### config.mk
export PLATFORM = sky130hd
export DESIGN_NAME = panel_scan_encoder_tick
export DESIGN_NICKNAME = d
export VERILOG_FILES = /design/src/rtl/core/psenc_pkg.sv /design/src/rtl/core/psenc_ram.sv /design/src/rtl/core/panel_scan_encoder_tick.sv
export SDC_FILE = /design/constraint.sdc
export NUM_CORES = 1
export LEC_CHECK = 0
export ABC_CLOCK_PERIOD_IN_PS = 10200
export CORE_MARGIN = 2
export CORE_UTILIZATION = 45
export CTS_CLUSTER_DIAMETER = 150
export CTS_CLUSTER_SIZE = 16
export DETAILED_ROUTE_END_ITERATION = 8
export DONT_BUFFER_PORTS = 1
export SETUP_SLACK_MARGIN = 0.2
export SYNTH_ARGS = -nofsm -noshare
export SYNTH_HDL_FRONTEND = slang
export SYNTH_SLANG_ARGS = --single-unit
### constraint.sdc
create_clock -name clk -period 10.2 [get_ports clk]
set_input_delay 2.04 -clock clk [delete_from_list [all_inputs] [get_ports clk]]
set_output_delay 2.04 -clock clk [all_outputs]
set_load 0.05 [all_outputs]
### src/rtl/core/psenc_pkg.sv
// ----------------------------------------------------------------------------
// psenc_pkg: shared types and constants of the panel scan encoder
// Command codes, field positions of the stream beats, and the sequencer states.
// ----------------------------------------------------------------------------
`default_nettype none

package psenc_pkg;

  // Command codes carried in s_tuser
  localparam logic [1:0] CMD_TICK      = 2'd0;
  localparam logic [1:0] CMD_WRITE     = 2'd1;
  localparam logic [1:0] CMD_SET_LED   = 2'd2;
  localparam logic [1:0] CMD_READ_ENC  = 2'd3;

  // Result kinds carried in m_tuser
  localparam logic KIND_SCAN = 1'b0;
  localparam logic KIND_ENC  = 1'b1;

  // Fixed geometry
  localparam int MAX_ROWS = 4;
  localparam int DIGIT_W  = 4;

  // Input beat layout (s_tdata)
  localparam int IN_SW_LO    = 0;
  localparam int IN_PHA      = 4;
  localparam int IN_PHB      = 5;
  localparam int IN_DISP_LO  = 6;
  localparam int IN_ROW_LO   = 10;
  localparam int IN_BYTE_LO  = 12;
  localparam int IN_LEDN_LO  = 20;
  localparam int IN_LEDV     = 24;
  localparam int IN_W        = 32;

  // Output beat layout (m_tdata)
  localparam int OUT_W       = 32;

  // Sequencer states
  typedef enum logic [2:0] {
    ST_IDLE,
    ST_RD_HI,
    ST_RD_LO,
    ST_CAP,
    ST_PUSH,
    ST_WR_LO,
    ST_ENC
  } state_t;

endpackage

`default_nettype wire

### src/rtl/core/psenc_ram.sv
// ----------------------------------------------------------------------------
// psenc_ram: generic single-write, single-read RAM
// One write port and one read port; read data is registered.
// ----------------------------------------------------------------------------
`default_nettype none

module psenc_ram #(
  parameter int WIDTH = 4,
  parameter int DEPTH = 32
) (
  input  wire logic                     clk,
  input  wire logic                     we,
  input  wire logic [$clog2(DEPTH)-1:0] waddr,
  input  wire logic [WIDTH-1:0]         wdata,
  input  wire logic [$clog2(DEPTH)-1:0] raddr,
  output logic      [WIDTH-1:0]         rdata
);

  logic [WIDTH-1:0] mem [DEPTH];

  // Write and registered read
  always_ff @(posedge clk) begin
    if (we) begin
      mem[waddr] <= wdata;
    end
    rdata <= mem[raddr];
  end

endmodule

`default_nettype wire

### src/rtl/core/panel_scan_encoder_tick.sv
// ----------------------------------------------------------------------------
// panel_scan_encoder_tick: LED panel scanner, key sampler and quadrature counter
// Flow: a tick gives one beat per display; for each display it passes the states
//   RD_HI, RD_LO, CAP and PUSH, reading the display RAM nibble-serially (one
//   4-bit digit per cycle); PUSH waits while the result beat is not taken.
// A display byte write is two nibble writes, high nibble on accept, low in WR_LO.
//   One command is in work at a time.
// Reset: synchronous; clears row counter, encoder state, LED bits and the
//   per-entry valid bits of the display RAM (entries read as zero until written).
// ----------------------------------------------------------------------------
`default_nettype none

module panel_scan_encoder_tick
  import psenc_pkg::*;
#(
  parameter int DISPLAY_COUNT = 4,
  parameter int ROW_COUNT     = 4
) (
  input  wire logic              clk,
  input  wire logic              rst,
  // command beat
  input  wire logic              s_tvalid,
  output logic                   s_tready,
  // [3:0] switch_bits, [4] phase_a, [5] phase_b, [9:6] display_index,
  // [11:10] row_index, [19:12] display_byte, [23:20] led_number, [24] led_value
  input  wire logic [IN_W-1:0]   s_tdata,
  // [1:0] command
  input  wire logic [1:0]        s_tuser,
  // result beat
  output logic                   m_tvalid,
  input  wire logic              m_tready,
  // [3:0] row_select, [7:4] led_pins, [15:8] serial_byte, [17:16] key_row,
  // [21:18] key_bits, [28:22] encoder_steps
  output logic [OUT_W-1:0]       m_tdata,
  // [0] kind
  output logic [0:0]             m_tuser,
  output logic                   m_tlast
);

  localparam int DW = (DISPLAY_COUNT > 1) ? $clog2(DISPLAY_COUNT) : 1;
  localparam int EW = DW + 2;          // display entry index: {display, row}
  localparam int AW = EW + 1;          // nibble address: {display, row, half}
  localparam int VN = 1 << EW;
  localparam logic [DW-1:0] DISP_LAST = DW'(DISPLAY_COUNT - 1);

  // Input field decode
  logic [1:0] cmd;
  logic [3:0] in_sw;
  logic       in_pha;
  logic       in_phb;
  logic [3:0] in_disp;
  logic [1:0] in_row;
  logic [7:0] in_byte;
  logic [3:0] in_ledn;
  logic       in_ledv;

  assign cmd     = s_tuser;
  assign in_sw   = s_tdata[IN_SW_LO +: 4];
  assign in_pha  = s_tdata[IN_PHA];
  assign in_phb  = s_tdata[IN_PHB];
  assign in_disp = s_tdata[IN_DISP_LO +: 4];
  assign in_row  = s_tdata[IN_ROW_LO +: 2];
  assign in_byte = s_tdata[IN_BYTE_LO +: 8];
  assign in_ledn = s_tdata[IN_LEDN_LO +: 4];
  assign in_ledv = s_tdata[IN_LEDV];

  // State
  state_t           state, state_next;
  logic [1:0]       row_cnt;
  logic [1:0]       key_row;
  logic [3:0]       key_bits;
  logic [1:0]       enc_prev;
  logic [7:0]       enc_accum;
  logic [6:0]       steps;
  logic [3:0]       led_store [MAX_ROWS];
  logic [DW-1:0]    disp_cnt;
  logic [7:0]       sbuf;
  logic [VN-1:0]    vld;
  logic             vld_q;
  logic [EW-1:0]    wr_entry;
  logic [DIGIT_W-1:0] wr_lo;

  // Output register
  logic             o_kind;
  logic [3:0]       o_row_select;
  logic [3:0]       o_led_pins;
  logic [7:0]       o_serial;
  logic [1:0]       o_key_row;
  logic [3:0]       o_key_bits;
  logic [6:0]       o_steps;

  // Handshake and control
  logic accept;
  logic slot_free;
  logic in_range;
  logic out_load;
  logic last_disp;

  assign accept    = s_tvalid && s_tready;
  assign slot_free = !m_tvalid || m_tready;
  assign in_range  = ({1'b0, in_disp} < 5'(DISPLAY_COUNT)) &&
                     ({1'b0, in_row} < 3'(ROW_COUNT));
  assign last_disp = (disp_cnt == DISP_LAST);

  // Row advance and quadrature step
  logic [2:0] row_inc;
  logic [1:0] row_new;
  logic [1:0] q_now;
  logic [1:0] q_diff;

  assign row_inc = {1'b0, row_cnt} + 3'd1;
  assign row_new = (row_inc >= 3'(ROW_COUNT)) ? 2'd0 : row_inc[1:0];
  assign q_now   = {in_pha, in_pha ^ in_phb};
  assign q_diff  = enc_prev - q_now;

  // Display RAM ports: nibble wide, high nibble at half 1
  logic               ram_we;
  logic [AW-1:0]      ram_waddr;
  logic [DIGIT_W-1:0] ram_wdata;
  logic [AW-1:0]      ram_raddr;
  logic [DIGIT_W-1:0] ram_rdata;
  logic [EW-1:0]      rd_entry;
  logic [EW-1:0]      in_entry;
  logic [DIGIT_W-1:0] digit;

  assign rd_entry  = {disp_cnt, row_cnt};
  assign in_entry  = {in_disp[DW-1:0], in_row};
  assign ram_raddr = {rd_entry, (state == ST_RD_HI)};
  assign digit     = vld_q ? ram_rdata : '0;

  psenc_ram #(
    .WIDTH (DIGIT_W),
    .DEPTH (1 << AW)
  ) u_disp_ram (
    .clk   (clk),
    .we    (ram_we),
    .waddr (ram_waddr),
    .wdata (ram_wdata),
    .raddr (ram_raddr),
    .rdata (ram_rdata)
  );

  // Next state
  always_comb begin
    state_next = state;
    case (state)
      ST_IDLE: begin
        if (accept) begin
          case (cmd)
            CMD_TICK:     state_next = ST_RD_HI;
            CMD_WRITE:    state_next = in_range ? ST_WR_LO : ST_IDLE;
            CMD_READ_ENC: state_next = ST_ENC;
            default:      state_next = ST_IDLE;
          endcase
        end
      end
      ST_RD_HI: state_next = ST_RD_LO;
      ST_RD_LO: state_next = ST_CAP;
      ST_CAP:   state_next = ST_PUSH;
      ST_PUSH: begin
        if (slot_free) begin
          state_next = last_disp ? ST_IDLE : ST_RD_HI;
        end
      end
      ST_WR_LO: state_next = ST_IDLE;
      ST_ENC: begin
        if (slot_free) begin
          state_next = ST_IDLE;
        end
      end
      default: state_next = ST_IDLE;
    endcase
  end

  // Control outputs
  always_comb begin
    s_tready  = 1'b0;
    out_load  = 1'b0;
    ram_we    = 1'b0;
    ram_waddr = {wr_entry, 1'b0};
    ram_wdata = wr_lo;
    case (state)
      ST_IDLE: begin
        s_tready = 1'b1;
        if (accept && (cmd == CMD_WRITE) && in_range) begin
          ram_we    = 1'b1;
          ram_waddr = {in_entry, 1'b1};
          ram_wdata = in_byte[7:4];
        end
      end
      ST_WR_LO: ram_we = 1'b1;
      ST_PUSH:  out_load = slot_free;
      ST_ENC:   out_load = slot_free;
      default: begin
        s_tready = 1'b0;
      end
    endcase
  end

  // Registers
  always_ff @(posedge clk) begin
    if (rst) begin
      state     <= ST_IDLE;
      row_cnt   <= '0;
      enc_prev  <= '0;
      enc_accum <= '0;
      disp_cnt  <= '0;
      vld       <= '0;
      m_tvalid  <= 1'b0;
      for (int i = 0; i < MAX_ROWS; i++) begin
        led_store[i] <= '0;
      end
    end else begin
      state <= state_next;

      // Take the command
      if (accept) begin
        case (cmd)
          CMD_TICK: begin
            key_row  <= row_cnt;
            key_bits <= in_sw;
            row_cnt  <= row_new;
            disp_cnt <= '0;
            if (q_diff[0]) begin
              enc_prev  <= q_now;
              enc_accum <= q_diff[1] ? enc_accum + 8'd1 : enc_accum - 8'd1;
            end
          end
          CMD_WRITE: begin
            wr_entry <= in_entry;
            wr_lo    <= in_byte[3:0];
            if (in_range) begin
              vld[in_entry] <= 1'b1;
            end
          end
          CMD_SET_LED: begin
            led_store[in_ledn[3:2]][in_ledn[1:0]] <= in_ledv;
          end
          CMD_READ_ENC: begin
            steps     <= enc_accum[7:1];
            enc_accum <= {7'd0, enc_accum[0]};
          end
          default: begin
            steps <= steps;
          end
        endcase
      end

      // Track the entry valid bit alongside the registered read
      vld_q <= vld[rd_entry];

      // Shift in one digit per cycle, high nibble first
      if ((state == ST_RD_LO) || (state == ST_CAP)) begin
        sbuf <= {sbuf[3:0], digit};
      end

      // Advance to the next display once its beat is loaded
      if ((state == ST_PUSH) && slot_free && !last_disp) begin
        disp_cnt <= disp_cnt + DW'(1);
      end

      // Output register: load on new beat, drop on take
      if (out_load) begin
        m_tvalid <= 1'b1;
      end else if (m_tready) begin
        m_tvalid <= 1'b0;
      end
    end
  end

  // Output payload, no reset
  always_ff @(posedge clk) begin
    if (out_load) begin
      if (state == ST_PUSH) begin
        o_kind       <= KIND_SCAN;
        o_row_select <= 4'b0001 << row_cnt;
        o_led_pins   <= led_store[row_cnt];
        o_serial     <= sbuf;
        o_key_row    <= key_row;
        o_key_bits   <= key_bits;
        o_steps      <= '0;
        m_tlast      <= last_disp;
      end else begin
        o_kind       <= KIND_ENC;
        o_row_select <= '0;
        o_led_pins   <= '0;
        o_serial     <= '0;
        o_key_row    <= '0;
        o_key_bits   <= '0;
        o_steps      <= steps;
        m_tlast      <= 1'b1;
      end
    end
  end

  // Pack the result beat
  assign m_tuser = o_kind;
  assign m_tdata = {3'd0, o_steps, o_key_bits, o_key_row, o_serial, o_led_pins, o_row_select};

endmodule

`default_nettype wire

==> impl_metrics.py <==
metrics = {
    "power_and_ir_drop": {
        "ir_drop_mv": 0.1521,
        "leakagePower_nw": 3.476,
        "power.density_mw_per_mm2": 178.6,
    },
    "critical_path": {
        "cp-start-kind": "input port",
        "required_ps": 10580,
        "worstSetupEndpointType": "flop",
        "crit_fanout": 20,
        "path_class": "input port to flop",
        "arrival_ps": 5000,
    },
    "clocking": {
        "cts_buffers": 19,
        "cts_tree": "built",
        "postCtsSetupBuffers": 0,
        "cts.sinks": 243,
        "clkSlewWorstSetupHoldPaths_ps": 70,
        "clk_latency_ps": 500,
        "cts_buffer_depth": 3,
        "holdBufCountCts": 0,
        "cts_resized": 0,
        "htreeDepth": 1,
        "root_buffer": "clkbuf_16",
    },
    "synthesis": {
        "synth_top_area_share_pct": 60.64,
        "avgSynthCellArea_um2": 14.97,
        "synth-seq-cells": 243,
        "ys.flop_type": "edfxtp_1",
        "synth-edff-count": 205,
        "netlist_instances": 678,
        "seq_area_frac_synth_pct": 68.13,
        "syn_area_mm2": 0.01015,
        "synth_common_cells": "205 x edfxtp_1, 94 x nor2_1, 49 x mux4_2, 38 x dfxtp_1, 35 x nand2_1",
        "async_reset_ff_share_pct": 0,
        "ys_types": 65,
        "synth_most_common_cell": "edfxtp_1",
        "yosys_warnings": 0,
        "synth_top_area_cell": "edfxtp_1",
        "synth_area_leaders": "edfxtp_1 61%, mux4_2 11%, dfxtp_1 7.5%, nor2_1 3.5%, nand2_1 1.3%",
    },
    "sta": {
        "worst_pin_slew_ps": 1306,
        "setup-violations-final": 0,
        "timing.hold.ws_ps": 449.6,
        "hold_viol": 0,
        "maxSlewHeadroom_pct": 12.11,
        "slew_violations": 0,
        "fin_tns_setup_ps": 0,
        "layout_setup_ws_ps": 5585,
        "fmax_ghz": 0.2167,
        "timing.final.crit_share_pct": 45.24,
        "final.min_clock_period_ps": 4615,
        "finalClockSkew_ps": 21.93,
        "rsz0062_at_grt": "no",
    },
    "die": {
        "die_w_um": 154.2,
        "start_util_pct": 46.23,
        "dieArea_mm2": 0.02378,
        "fp.dieH_um": 154.2,
        "coreArea_mm2": 0.02196,
        "boundaryPins": 74,
        "row_count": 54,
    },
    "global_route": {
        "antenna_found_initial": 0,
        "grt-ovfl-total": 0,
        "grt_pass1_wl_um": 30930,
        "grt_pass1_vias": 5568,
        "grt_max_degree": 38,
        "track_usage_pct": 16.65,
    },
    "placement": {
        "dp.cells": 918,
        "routabilityCongestion": 0.8064,
        "portBuffers": 0,
        "place_area_mm2": 0.01036,
        "dp_hpwl_um": 12830,
        "place_ws_ps": 5114,
    },
    "routing": {
        "remaining_drc_errors": 0,
        "first_pass_iters": 5,
        "avgRoutedWirePerCell_um": 20.41,
        "via_per_inst": 5.743,
        "wl_um": 19410,
        "dr_total_vias": 5462,
        "ant_nets": 0,
        "drt_iter0_markers": 294,
    },
    "layout": {
        "design_area_mm2": 0.01090,
        "fillers": 1807,
        "multiInputGateArea_mm2": 0.003025,
        "final_nets": 703,
        "seq_area_mm2": 0.006918,
        "diodes": 0,
        "drive_above_1_share_pct": 13.26,
        "syn2layout_area_growth_pct": 7.346,
        "final_cell_count_no_fill": 951,
    },
    "worst_hold_path": {
        "hold_path_class": "flop to flop",
    },
    "run_status": {
        "status": "complete, no violations",
    },
    "run": {
        "max_cap_violations": 0,
    },
}
per-stage QoR:
stage,total power [mW],util [%]
2_1_floorplan,1.263,-
3_3_place_gp,1.287,47.17
3_5_place_dp,1.291,47.17
4_1_cts,1.966,49.63
5_1_grt,2.020,49.63
6_report,1.946,49.63
flip-flops by register name, summed over array words and instances (netlist names), 7 cells and up:
signal / cells
steps: 7
vld: 16
enc_accum: 8
o_steps: 7
o_serial: 8
u_disp_ram.mem: 128
led_store: 16
sbuf: 8
kinds of logic after synthesis:
| group | Yosys count | synth area share (%) |
|---|---|---|
| compound gates | 74 | 4.720 |
| xor+xnor | 6 | 0.6656 |
| fa+ha+maj | 7 | 0.8380 |
| buf+inv | 53 | 2.280 |
| flops | 243 | 68.13 |
| mux | 56 | 11.61 |
| other cells | 1 | 0.03694 |
| simple gates | 238 | 11.72 |
worst max-delay path, cell delays in order:
cell and delay [ps]:
xor2_1 190, ha_1 230, xor3_1 630, inv_1 270
ha_1 370, and3_1 230, o2bb2ai_1 120, a32o_1 230
a221oi_1 350, o21ba_1 200, nand3b_1 140
report_power, final:
part           internal (mW)  switching, mW
registers               1.09         0.0315
logic                 0.0601         0.0835
clock network          0.353          0.327
cell usage in the layout, fill, tap and decap left out, types with 8 or more instances in the layout:
| cell type | count |
|---|---|
| edfxtp_1 | 205 |
| nor2_1 | 93 |
| mux4_2 | 49 |
| dfxtp_1 | 37 |
| nand2_1 | 35 |
| nor3_1 | 22 |
| a21oi_1 | 20 |
| and3_1 | 20 |
| clkbuf_16 | 19 |
| o21ai_0 | 15 |
| and2_1 | 15 |
| clkbuf_1 | 13 |
| a31oi_1 | 9 |
| nor3b_1 | 8 |
per-layer routing:
metal,GRT usage [%],up-vias,part of all wire (%)
met5,0,-,0
met4,4.984,0,3.0
met3,2.410,35,4.7
met2,27.78,165,48
met1,22.92,2707,44
li1,-,2555,-
final timing paths:
check / startpoint / end / slack, ps / cells past startpoint
setup / recovery: s_tdata[4] / enc_accum[7] / 5590 / 11
hold / removal: sbuf[0] / sbuf[4] / 450 / 0
setup reg to reg: enc_prev[0] / enc_accum[7] / 6930 / 11
hold reg to reg: sbuf[0] / sbuf[4] / 450 / 0
area by class of cell:
class                           instances  area share (%)
Tap cell                              280           3.215
Clock inverter                          1          0.1493
Inverter                                5          0.1722
Timing Repair Buffer                    6          0.4133
Clock buffer                           32           4.811
Sequential cell                       243           63.48
Multi-Input combinational cell        384           27.76
Note: power is estimated with default switching activity, not from simulation.
